File: config.mk
export PLATFORM = sky130hd
export DESIGN_NAME = gcc_ctrl
export DESIGN_NICKNAME = d
export VERILOG_FILES = /design/src/hdl/gcc_pkg.sv /design/src/hdl/gcc_ctrl.sv
export SDC_FILE = /design/constraint.sdc
export NUM_CORES = 1
export LEC_CHECK = 0
export BUFFER_PORTS_ARGS = -buffer_cell sky130_fd_sc_hd__buf_2
export CORE_AREA = 2 2 39 41
export CTS_CLUSTER_SIZE = 28
export DETAILED_ROUTE_END_ITERATION = 8
export DIE_AREA = 0 0 41 43
export SETUP_SLACK_MARGIN = 0.4
export SLEW_MARGIN = 20
export SYNTH_ARGS = -nofsm -noshare
export SYNTH_HDL_FRONTEND = slang
export SYNTH_SLANG_ARGS = --single-unit
File: constraint.sdc
create_clock -name clk -period 2.8 [get_ports clk]
set_input_delay 0.56 -clock clk [delete_from_list [all_inputs] [get_ports clk]]
set_output_delay 0.56 -clock clk [all_outputs]
set_load 0.05 [all_outputs]
File: src/hdl/gcc_pkg.sv
// ----------------------------------------------------------------------------
// gcc_pkg
// Shared constants and controller/datapath interface types for the grid
// component counter.
// ----------------------------------------------------------------------------
package gcc_pkg;

    localparam int MAX_ROWS    = 64;
    localparam int MAX_COLS    = 64;
    localparam int STORE_DEPTH = MAX_ROWS * MAX_COLS;
    localparam int ROW_W       = $clog2(MAX_ROWS);
    localparam int COL_W       = $clog2(MAX_COLS);
    localparam int IDX_W       = $clog2(STORE_DEPTH);
    localparam int POS_W       = IDX_W + 1;
    localparam int SIZE_W      = 7;
    localparam int COUNT_W     = 12;

    // neighbour directions
    localparam logic [1:0] DIR_UP    = 2'd0;
    localparam logic [1:0] DIR_DOWN  = 2'd1;
    localparam logic [1:0] DIR_LEFT  = 2'd2;
    localparam logic [1:0] DIR_RIGHT = 2'd3;

    // configuration register indexes
    localparam logic [1:0] REG_ROWS = 2'd0;
    localparam logic [1:0] REG_COLS = 2'd1;
    localparam logic [1:0] REG_WRAP = 2'd2;

    typedef struct packed {
        logic [SIZE_W-1:0] rows;
        logic [SIZE_W-1:0] cols;
        logic              wrap;
    } gcc_cfg_t;

    typedef struct packed {
        logic load_we;
        logic scan_start;
        logic scan_rd;
        logic scan_adv;
        logic piece_start;
        logic pop_rd;
        logic pop_take;
        logic nb_calc;
        logic nb_rd;
        logic nb_hit;
        logic nb_adv;
        logic result_load;
    } gcc_cmd_t;

    typedef struct packed {
        logic last_cell;
        logic cell_bit;
        logic scan_last;
        logic queue_empty;
        logic nb_ok;
        logic nb_last;
        logic out_busy;
    } gcc_status_t;

endpackage

File: src/hdl/gcc_ctrl.sv
// ----------------------------------------------------------------------------
// gcc_ctrl
// Sequencer for load, scan and breadth-first flood fill.
// ----------------------------------------------------------------------------
module gcc_ctrl (
    input  logic                 clk,
    input  logic                 rst_n,
    input  logic                 in_valid,
    output logic                 in_ready,
    input  gcc_pkg::gcc_status_t status,
    output gcc_pkg::gcc_cmd_t    cmd
);
    import gcc_pkg::*;

    typedef enum logic [3:0] {
        ST_IDLE,
        ST_SCAN_RD,
        ST_SCAN_CHK,
        ST_POP_RD,
        ST_POP_TAKE,
        ST_NB_CALC,
        ST_NB_RD,
        ST_NB_CHK,
        ST_DONE
    } state_t;

    state_t state_reg;
    state_t state_next;

    always_comb
    begin
        cmd        = '0;
        state_next = state_reg;
        in_ready   = 1'b0;
        case (state_reg)
            ST_IDLE:
            begin
                in_ready = 1'b1;
                if (in_valid)
                begin
                    cmd.load_we = 1'b1;
                    if (status.last_cell)
                    begin
                        cmd.scan_start = 1'b1;
                        state_next     = ST_SCAN_RD;
                    end
                end
            end
            ST_SCAN_RD:
            begin
                cmd.scan_rd = 1'b1;
                state_next  = ST_SCAN_CHK;
            end
            ST_SCAN_CHK:
            begin
                if (status.cell_bit)
                begin
                    cmd.piece_start = 1'b1;
                    state_next      = ST_POP_RD;
                end
                else if (status.scan_last)
                begin
                    state_next = ST_DONE;
                end
                else
                begin
                    cmd.scan_adv = 1'b1;
                    state_next   = ST_SCAN_RD;
                end
            end
            ST_POP_RD:
            begin
                if (!status.queue_empty)
                begin
                    cmd.pop_rd = 1'b1;
                    state_next = ST_POP_TAKE;
                end
                else if (status.scan_last)
                begin
                    state_next = ST_DONE;
                end
                else
                begin
                    cmd.scan_adv = 1'b1;
                    state_next   = ST_SCAN_RD;
                end
            end
            ST_POP_TAKE:
            begin
                cmd.pop_take = 1'b1;
                state_next   = ST_NB_CALC;
            end
            ST_NB_CALC:
            begin
                cmd.nb_calc = 1'b1;
                state_next  = ST_NB_RD;
            end
            ST_NB_RD:
            begin
                if (status.nb_ok)
                begin
                    cmd.nb_rd  = 1'b1;
                    state_next = ST_NB_CHK;
                end
                else if (status.nb_last)
                begin
                    state_next = ST_POP_RD;
                end
                else
                begin
                    cmd.nb_adv = 1'b1;
                    state_next = ST_NB_CALC;
                end
            end
            ST_NB_CHK:
            begin
                cmd.nb_hit = status.cell_bit;
                if (status.nb_last)
                begin
                    state_next = ST_POP_RD;
                end
                else
                begin
                    cmd.nb_adv = 1'b1;
                    state_next = ST_NB_CALC;
                end
            end
            ST_DONE:
            begin
                if (!status.out_busy)
                begin
                    cmd.result_load = 1'b1;
                    state_next      = ST_IDLE;
                end
            end
            default:
            begin
                state_next = ST_IDLE;
            end
        endcase
    end

    always_ff @(posedge clk or negedge rst_n)
    begin
        if (!rst_n)
            state_reg <= ST_IDLE;
        else
            state_reg <= state_next;
    end

endmodule

---- Word level (Yosys, flattened, before mapping) ----
Index checks and enable logic that the tools add are counted.
storage, ports and cells
  RAM bits ................................ 0
  logic and storage cells ................. 46
  memory bits (read-only) ................. 0
  memories ................................ 0
  input bits .............................. 10
  latch bits .............................. 0
  output and inout port bits .............. 13
  flip-flop bits (word level) ............. 4
operators by class
  equality and inequality tests ........... 11
  shift-type cells ........................ 0
  $mul .................................... 0
  div/mod/pow operators ................... 0
  reductions and logical operators ........ 2
  muxes and demuxes ....................... 32
  $add $sub $neg .......................... 0
  magnitude comparators ................... 0
  bitwise operators ....................... 0
operators by type and width
  kind                                           number
  one-hot mux 4 bit (9 select lines)             1
  2-to-1 mux 4 bit                               7
  2-to-1 mux 1 bit                               19
  == test 4 x 3 -> 1 bit, second input constant  4
  == test 4 x 2 -> 1 bit, second input constant  2
  inequality test 2 bit, second input constant   3
  == test 4 x 1 -> 1 bit, second input constant  1
  == test 4 bit, second input constant           1
  zero test 4 bit                                1
  2-to-1 mux 2 bit                               2
  one-hot mux 1 bit (2 select lines)             2
  2-to-1 mux 3 bit                               1
  AND reduction 3 bit                            1

---- Longest topological paths before layout ----
Gate-level depths: netlist (run 1).
  depth in word-level cells ............... 3
  gate-level depth with buffers ........... 4
  gate-level depth less buffers ........... 3

---- Least setup slack after synthesis (run 1) ----
Ideal clock, no wire load.
  path kind ............................... reg-to-output
  start point ............................. register state_reg[3]
  end point ............................... output cmd[10] (netlist name)
  cell stages (with the launch flop) ...... 4
  data required time ...................... 2,240 ps
  arrival ................................. 2,769 ps
  setup slack ............................. -529 ps
  path buffers ............................ 1
  path through ............................ dfrtp_1 buf_6 nor4_1 and3_1
RTL lines
  what                      line             text
  start: declaration        gcc_ctrl.sv:27   state_t state_reg;
  start signal: assignment  gcc_ctrl.sv:148  state_reg <= state_next;
  end: declaration          gcc_ctrl.sv:11   output gcc_pkg::gcc_cmd_t cmd

==> results.cfg, run 1 <==
[sta]
max_slew_margin_pct = 66.8
holdWs_ps = 121
setup_viol = 0
timing.setup.tns_ps = 0
finalCritPeriodShare_pct = 82.5
hold_viol = 0
fmax_ghz = 0.433
grt_setup_unrepaired = false
slew_viol_final = 0
finClkSkew_ps = 3.77
worstMarginPinSlew_ps = 486
finalCriticalPeriod_ps = 2310

[logic_synthesis]
async_reset_ff_share_pct = 100
syn_inst = 48
synth_nets = 58
ys_ff_latch = 4
avgSynthCellArea_um2 = 7.59
yosys-top-cells-area = dfrtp_1, nor2b_1, nand2_1, nor3_1, nand2b_1
ys_dominant_reg_cell = dfrtp_1
ys_top_cells_by_count = nand2_1, nor2b_1, dfrtp_1, nor2_1, nor3_1
synth.yosys.seq_area_share_pct = 27.5
post-synth-top-area-fraction_pct = 27.5
yosys_warnings = 0
yosysTopAreaCell = dfrtp_1
synth_area_um2 = 364
synth_cell_types = 22
synth_edf_count = 0

[die]
num_rows = 14
fp.dieW_um = 41
core_mm2 = 0.00138
die_y_um = 43
die_area_mm2 = 0.00176
start_util_pct = 26.3
io_pins = 23

[worst_setup_path]
cpLargestDelayFamily = simple AND/OR/NAND/NOR gates
worst_r2r_path_depth = 3
crit_fanout = 10
critical_path_class = flop to output pin
cp_num_cells = 3
start_kind = flop
path_buf_inv = 1
crit_required_ps = 2240
critical_path_arrival_ps = 1750
critPathMaxStageDelay_ps = 500
worst_r2r_endpoint = state_reg[0]$_DFFE_PN0P_
cpMaxStageDelayCell = dfrtp_1
crit_path_end_kind = output pin
r2r_slack_ps = 1390
r2r_start = state_reg[0]$_DFFE_PN0P_
crit_chain = or3b_4 > nor4_4 > buf_2

[cts]
cts-root-buf = clkbuf_4
clkTransAtPathRegs_ps = 40
clock_path_buffers = 2
numCtsBuffers = 3
cts.sinks = 4
h-tree-depth = 1
worstSkewPairLatency_ps = 230
cts_tree = built

[layout]
largest_reg_flops = 4
utilization_pct = 37.5
fin_area_um2 = 519
syn_to_final_growth_pct = 42.6
drive_gt1_share_pct = 43.5
layout.nets = 81
diodes = 0

[placement]
dpl_cell_area_um2 = 495
placement.io_buffers = 22
globalplace.congestion = 0.702
hpwl_um = 756

[global_route]
grt_usage_pct = 12.4
antenna_found_initial = 0
grt_pass1_vias = 381
grt_pass1_wl_um = 1490
grt_overflow_total = 0
grt_max_degree = 12

[routing]
routedWlPerCell_um = 11.0
first_pass_iters = 4
first_iter_violations = 10
drc = 0
antenna_left = 0
drt_wl_total_um = 932
vias_per_cell = 4.89
num_vias = 416

[min_path]
hp-class = input port to asynchronous set/reset pin

[power_and_ir_drop]
cellLeakagePower_nw = 0.247
power.density_mw_per_mm2 = 1220
ir_worst_vdd_uv = 448

[outcome]
status = completed

[flow_run]
max_cap_violations = 0
-- area by class of cell --
cell class | count | area [um2]
Sequential cell | 4 | 101
Fill cell | 160 | 865
Clock buffer | 3 | 22.5
Multi-Input combinational cell | 40 | 265
Timing Repair Buffer | 22 | 110
Tap cell | 16 | 20.0
-- power by group --
part / switching (mW) / internal (mW) / total (mW) / leakage [nW]
sequential: 0.0757 / 0.0833 / 0.159 / 0.0506
clock: 0.0224 / 0.0479 / 0.0703 / 0.0138
combinational: 0.274 / 0.131 / 0.405 / 0.182
-- worst max-delay path by stage --
stage | from | endpoint | slack (ps)
finish | state_reg[3]$_DFFE_PN0P_ | cmd[8] | 490
global route | state_reg[3]$_DFFE_PN0P_ | cmd[8] | 410
CTS | state_reg[1]$_DFFE_PN0P_ | cmd[8] | 440
detailed placement | state_reg[1]$_DFFE_PN0P_ | cmd[8] | 700
global placement | state_reg[1]$_DFFE_PN0P_ | cmd[8] | 740
floorplan | state_reg[3]$_DFFE_PN0P_ | cmd[1] | 470
-- placed cells by master, fill, tap and decap left out, types with 2 or more instances in the layout --
master / count
clkbuf_4: 3
nand2b_1: 3
dfrtp_1: 3
nor3_1: 4
buf_2: 22
nand3b_1: 2
nand2_1: 6
nor2_1: 4
nor2b_1: 6
nor4_4: 2
a21oi_1: 3
-- what timing repair did --
action,4_1_cts,5_1_grt
resized for setup,0,1
setup endpoints to repair,0,1
buffers inserted,0,0
hold buffers,0,0
-- logic make-up after synthesis --
family	after synthesis	synth area share, %
buffers and inverters	4	7.90
flip-flops	4	27.5
AND/OR/NAND/NOR	32	50.2
AO/OA/AOI/OAI	8	14.4
-- worst reg2reg max path, stage by stage, from the launching register on --
cell and delay (ps):
dfrtp_1 500, nand2b_1 170, a31oi_1 80, a2111oi_0 500
-- layer usage --
| metal | track usage (%) | vias up | share of wire [%] |
|---|---|---|---|
| met5 | 0 | - | 0 |
| met1 | 15.2 | 188 | 46 |
| li1 | - | 211 | - |
| met4 | 4.00 | 0 | 0 |
| met3 | 6.28 | 0 | 6.3 |
| met2 | 18.1 | 17 | 48 |
-- stage by stage --
stage	power [mW]	std cells	setup slack [ps]
CTS	0.644	85	444
global placement	0.559	82	738
global route	0.682	85	411
floorplan	0.502	48	471
finish	0.635	85	490
detailed placement	0.568	82	700
Note: power is estimated with default switching activity, not from simulation.
==> run 2: changes to the inputs <==
--- a/config.mk
+++ b/config.mk
@@ -5,11 +5,11 @@
 export SDC_FILE = /design/constraint.sdc
 export NUM_CORES = 1
 export LEC_CHECK = 0
+export ABC_AREA = 1
 export BUFFER_PORTS_ARGS = -buffer_cell sky130_fd_sc_hd__buf_2
-export CORE_AREA = 2 2 39 41
+export CORE_UTILIZATION = 30
 export CTS_CLUSTER_SIZE = 28
 export DETAILED_ROUTE_END_ITERATION = 8
-export DIE_AREA = 0 0 41 43
 export SETUP_SLACK_MARGIN = 0.4
 export SLEW_MARGIN = 20
 export SYNTH_ARGS = -nofsm -noshare
==> constraint.sdc (replaced) <==
create_clock -name clk -period 2.4 [get_ports clk]
set_input_delay 0.48 -clock clk [delete_from_list [all_inputs] [get_ports clk]]
set_output_delay 0.48 -clock clk [all_outputs]
set_load 0.05 [all_outputs]
==> run 2 against run 1 <==
Worst hold slack worse by 83 ps. Routed wire length up 6.8%. Register-to-register slack worse by 150 ps. Sequential power down 14%. Global-route usage up 4.5 points. First-iteration DRC count up 60%. Critical path depth up 2. Sequential share of layout area down 2.3 points. Critical path type unchanged. Largest cell class unchanged. Largest power group unchanged. Highest routed layer unchanged.
==> results.cfg, run 2 <==
[logic_synthesis]
async_reset_ff_share_pct = 100
syn_inst = 71
avgSynthCellArea_um2 = 5.74
post-synth-top-area-fraction_pct = 24.5
yosysTopAreaCell = dfrtp_1
yosys-top-cells-area = dfrtp_1, nand2_1, nor2_1, inv_1, nand3_1
ys_top_cells_by_count = nand2_1, nor2_1, inv_1
yosys_warnings = 0
synth.yosys.seq_area_share_pct = 24.5
synth.most_common_cell = nand2_1
synth_cell_types = 16
synth_area_um2 = 408
synth_edf_count = 0
ys_dominant_reg_cell = dfrtp_1
ys_ff_latch = 4
synth_nets = 81

[sta]
max_slew_margin_pct = 84.0
finalCritPeriodShare_pct = 79.9
grt_setup_unrepaired = true
finalCriticalPeriod_ps = 1920
timing.setup.tns_ps = 0
finClkSkew_ps = 2.95
slew_viol_final = 0
setup_viol = 0
holdWs_ps = 38.2
hold_viol = 0
worstMarginPinSlew_ps = 237
fmax_ghz = 0.521

[routing]
first_pass_iters = 4
first_iter_violations = 16
routedWlPerCell_um = 8.96
vias_per_cell = 4.52
num_vias = 502
drt_wl_total_um = 995
antenna_left = 0
drc = 0

[outcome]
status = completed

[layout]
drive_gt1_share_pct = 40.2
stdcell_count = 111
diodes = 0
largest_reg_flops = 4
syn_to_final_growth_pct = 44.2
layout.nets = 109
layout_common_cells = buf_2, nand2_1, inv_1, nor2_1, nand3_1
final_common_cell = buf_2

[die]
core_mm2 = 0.00119
die_y_um = 38.9
num_rows = 12
start_util_pct = 34.4
die_area_mm2 = 0.00151
fp.dieW_um = 38.9
io_pins = 23

[min_path]
hp-class = input port to asynchronous set/reset pin

[worst_setup_path]
r2r_slack_ps = 1240
endpoint = cmd[11]
cpMaxStageDelayCell = dfrtp_1
crit_required_ps = 1920
worst_r2r_endpoint = state_reg[0]$_DFFE_PN0P_
path_buf_inv = 2
crit_fanout = 6
r2r_start = state_reg[2]$_DFFE_PN0P_
worst_r2r_path_depth = 7
critical_path_class = flop to output pin
start_kind = flop
crit_path_end_kind = output pin
crit_chain = nor2_4 > buf_4 > nand2_4 > nor2_1 > buf_2
cp-startpoint = state_reg[2]$_DFFE_PN0P_
cpLargestDelayFamily = flip-flops
critical_path_arrival_ps = 1440
cp_num_cells = 5
critPathMaxStageDelay_ps = 440

[placement]
place_inst = 107
placement.io_buffers = 22
hpwl_um = 779
globalplace.congestion = 0.781

[power_and_ir_drop]
cellLeakagePower_nw = 0.372
ir_worst_vdd_uv = 474
power.density_mw_per_mm2 = 1280

[global_route]
grt_max_degree = 8
grt_usage_pct = 16.9
grt_overflow_total = 0
grt_pass1_vias = 395
antenna_found_initial = 0
grt_pass1_wl_um = 1660

[cts]
cts_tree = built
clock_path_buffers = 2
numCtsBuffers = 3
clkTransAtPathRegs_ps = 40
worstSkewPairLatency_ps = 230
h-tree-depth = 1
cts.sinks = 4
cts-root-buf = clkbuf_4

[flow_run]
max_cap_violations = 0
[run 2: cell families (layout without fill, tap and decap cells)]
logic type | Yosys count | after routing | share of synthesized area [%]
compound gates | 3 | 3 | 4.29
flops | 4 | 4 | 24.5
simple gates | 48 | 48 | 56.4
buf+inv | 16 | 42 | 14.7
[run 2: report_power, final]
group	internal (mW)	total, mW	switching, mW
clock network	0.0559	0.0835	0.0275
logic	0.141	0.532	0.392
registers	0.0960	0.137	0.0413
[run 2: final cells by class]
class,instances,area [um2]
timing repair buffer,23,120
tap,14,17.5
inverter,16,60.1
fill,130,598
sequential,4,101
multi-input combinational,51,267
clock buffer,3,22.5
[run 2: worst min-delay path by stage]
stage / from / end
final: rst_n / state_reg[2]$_DFFE_PN0P_
after global routing: rst_n / state_reg[2]$_DFFE_PN0P_
after CTS: rst_n / state_reg[2]$_DFFE_PN0P_
after detailed placement: rst_n / state_reg[1]$_DFFE_PN0P_
after global placement: rst_n / state_reg[0]$_DFFE_PN0P_
after floorplan: rst_n / state_reg[0]$_DFFE_PN0P_
[run 2: what timing repair did]
item,CTS,global route
buffers inserted,0,1
hold buffers,0,0
endpoints found under the setup margin,0,4
gates resized for setup,0,4
[run 2: layer usage]
| layer | global-route usage, % | up-vias | share of wire [%] |
|---|---|---|---|
| met1 | 22.6 | 201 | 48 |
| li1 | - | 276 | - |
| met4 | 15.5 | 0 | 0 |
| met2 | 21.7 | 25 | 44 |
| met3 | 3.47 | 0 | 8.0 |
| met5 | 0 | - | 0 |
[run 2: metrics by stage]
| step | setup WS [ps] | utilization (%) | power [mW] | instance area [um2] |
|---|---|---|---|---|
| 6_report | 481 | 49.6 | 0.753 | 588 |
| 5_1_grt | 383 | 49.6 | 0.820 | 588 |
| 4_1_cts | 412 | 48.0 | 0.730 | 569 |
| 3_5_place_dp | 672 | 46.1 | 0.642 | 547 |
| 3_3_place_gp | 699 | 46.1 | 0.647 | 547 |
| 2_1_floorplan | 333 | - | 0.540 | 419 |
==> run 3: changes to the inputs <==
==> constraint.sdc (replaced) <==
create_clock -name clk -period 1.65 [get_ports clk]
set_input_delay 0.33 -clock clk [delete_from_list [all_inputs] [get_ports clk]]
set_output_delay 0.33 -clock clk [all_outputs]
set_load 0.05 [all_outputs]
==> run 3 against run 2 <==
The run now ends with negative setup slack left. Global-route usage rose by 7.7 points. Largest cell class unchanged. Non-clock buffer count rose by 12. Critical endpoint is now cmd[7]. Sequential cell count did not move. Clock skew fell by 2.7 ps. Setup slack got worse by 540 ps. First-iteration DRC count rose by 13%. Die area did not move. Cell count rose by 11%. Cell area rose by 68%. Core utilization rose by 34 points.
==> results.cfg, run 3 (synthesized netlist as in run 2, its figures left out) <==
[outcome]
status = finished with violations
violations = negative setup slack

[layout]
diodes = 0
regArea_um2 = 104
layout_common_cells = nand2_1, nor2_4, buf_2, buf_6, buf_8
final_common_cell = nand2_1
nFillCells = 73
syn_to_final_growth_pct = 142
drive_gt1_share_pct = 67.9
largest_reg_flops = 4
layout.nets = 121
fin_area_um2 = 988
multi_input_area_um2 = 403

[global_route]
grt_pass1_wl_um = 2350
grt_max_degree = 7
antenna_found_initial = 0
grt_overflow_total = 0
grt_usage_pct = 24.6
grt_pass1_vias = 548

[flow_run]
max_cap_violations = 0

[die]
die_y_um = 38.9
die_area_mm2 = 0.00151
fp.dieW_um = 38.9
core_mm2 = 0.00119
start_util_pct = 34.4
io_pins = 23
num_rows = 12

[cts]
h-tree-depth = 1
numCtsBuffers = 3
clock_path_buffers = 2
cts_tree = built
cts.sinks = 4
cts-root-buf = clkbuf_4
worstSkewPairLatency_ps = 240
clkTransAtPathRegs_ps = 40

[sta]
max_slew_margin_pct = 86.4
slew_viol_final = 0
worstMarginPinSlew_ps = 203
holdWs_ps = 391
finalCriticalPeriod_ps = 1710
finalCritPeriodShare_pct = 103
setup_viol = 9
layout_setup_ws_ps = -55.4
fmax_ghz = 0.586
hold_viol = 0
grt_setup_unrepaired = true
timing.setup.tns_ps = -286
finClkSkew_ps = 0.273

[routing]
first_pass_iters = 4
routedWlPerCell_um = 14.2
num_vias = 597
first_iter_violations = 18
antenna_left = 0
vias_per_cell = 4.85
drc = 0
drt_wl_total_um = 1750

[worst_setup_path]
critical_path_arrival_ps = 1380
start_kind = flop
crit_fanout = 4
crit_path_end_kind = output pin
critical_path_class = flop to output pin
crit_required_ps = 1320

[power_and_ir_drop]
cellLeakagePower_nw = 0.471
power.density_mw_per_mm2 = 1890
ir_worst_vdd_uv = 1100

[min_path]
hp-class = input port to flop

[placement]
hpwl_um = 979
place_ws_ps = 65.5
dpl_cell_area_um2 = 679
placement.io_buffers = 22
globalplace.congestion = 0.733
-- run 3: where the power goes --
part	leakage, nW	internal [mW]	switching (mW)	total, mW
clock network	0.0138	0.0820	0.0499	0.132
logic	0.410	0.647	0.871	1.52
registers	0.0475	0.144	0.0716	0.215
total	0.471	0.873	0.992	1.86
-- run 3: what timing repair did --
item | 4_1_cts | 5_1_grt
resized for setup | 44 | 10
setup buffers | 5 | 3
endpoints found under the setup margin | 13 | 14
pin swaps | 6 | 3
hold buffers | 1 | 0
hold endpoints to repair | 4 | 0
-- run 3: final cells by class --
cell class	count	area share, %
Timing Repair Buffer	35	37.3
Sequential cell	4	10.5
Clock buffer	3	2.28
Inverter	16	7.34
Multi-Input combinational cell	51	40.8
Tap cell	14	1.77
-- run 3: worst paths after layout --
kind	start	endpoint	slack (ps)	cells past startpoint
worst max-delay path	state_reg[3]$_DFFE_PN0P_	cmd[7]	-60	5
worst min-delay path	status[3]	state_reg[3]$_DFFE_PN0P_	390	3
worst max register to register	state_reg[1]$_DFFE_PN0P_	state_reg[0]$_DFFE_PN0P_	450	6
worst min register to register	state_reg[0]$_DFFE_PN0P_	state_reg[3]$_DFFE_PN0P_	780	3
max in group asynchronous	rst_n	state_reg[3]$_DFFE_PN0P_	1090	2
min in group asynchronous	rst_n	state_reg[1]$_DFFE_PN0P_	430	2
-- run 3: worst max-delay path, stage by stage (launching register included) --
cell and delay [ps]:
dfrtp_2 470, nor2_4 160, buf_6 140, nand3_2 110, clkinvlp_4 120, buf_8 140
-- run 3: metrics by stage --
stage / power [mW] / std cells / utilization [%]
2_1_floorplan: 0.947 / 71 / -
3_3_place_gp: 1.17 / 111 / 57.3
3_5_place_dp: 1.17 / 111 / 57.3
4_1_cts: 1.65 / 120 / 76.5
5_1_grt: 1.96 / 123 / 83.3
6_report: 1.86 / 123 / 83.3
-- run 3: routing by layer --
layer  GRT usage, %  vias up  wire length [um]
li1               -      298                 -
met3           4.05        5                53
met5              0        -                 0
met4           18.1        0                44
met2           42.9       18               981
met1           25.9      276               670
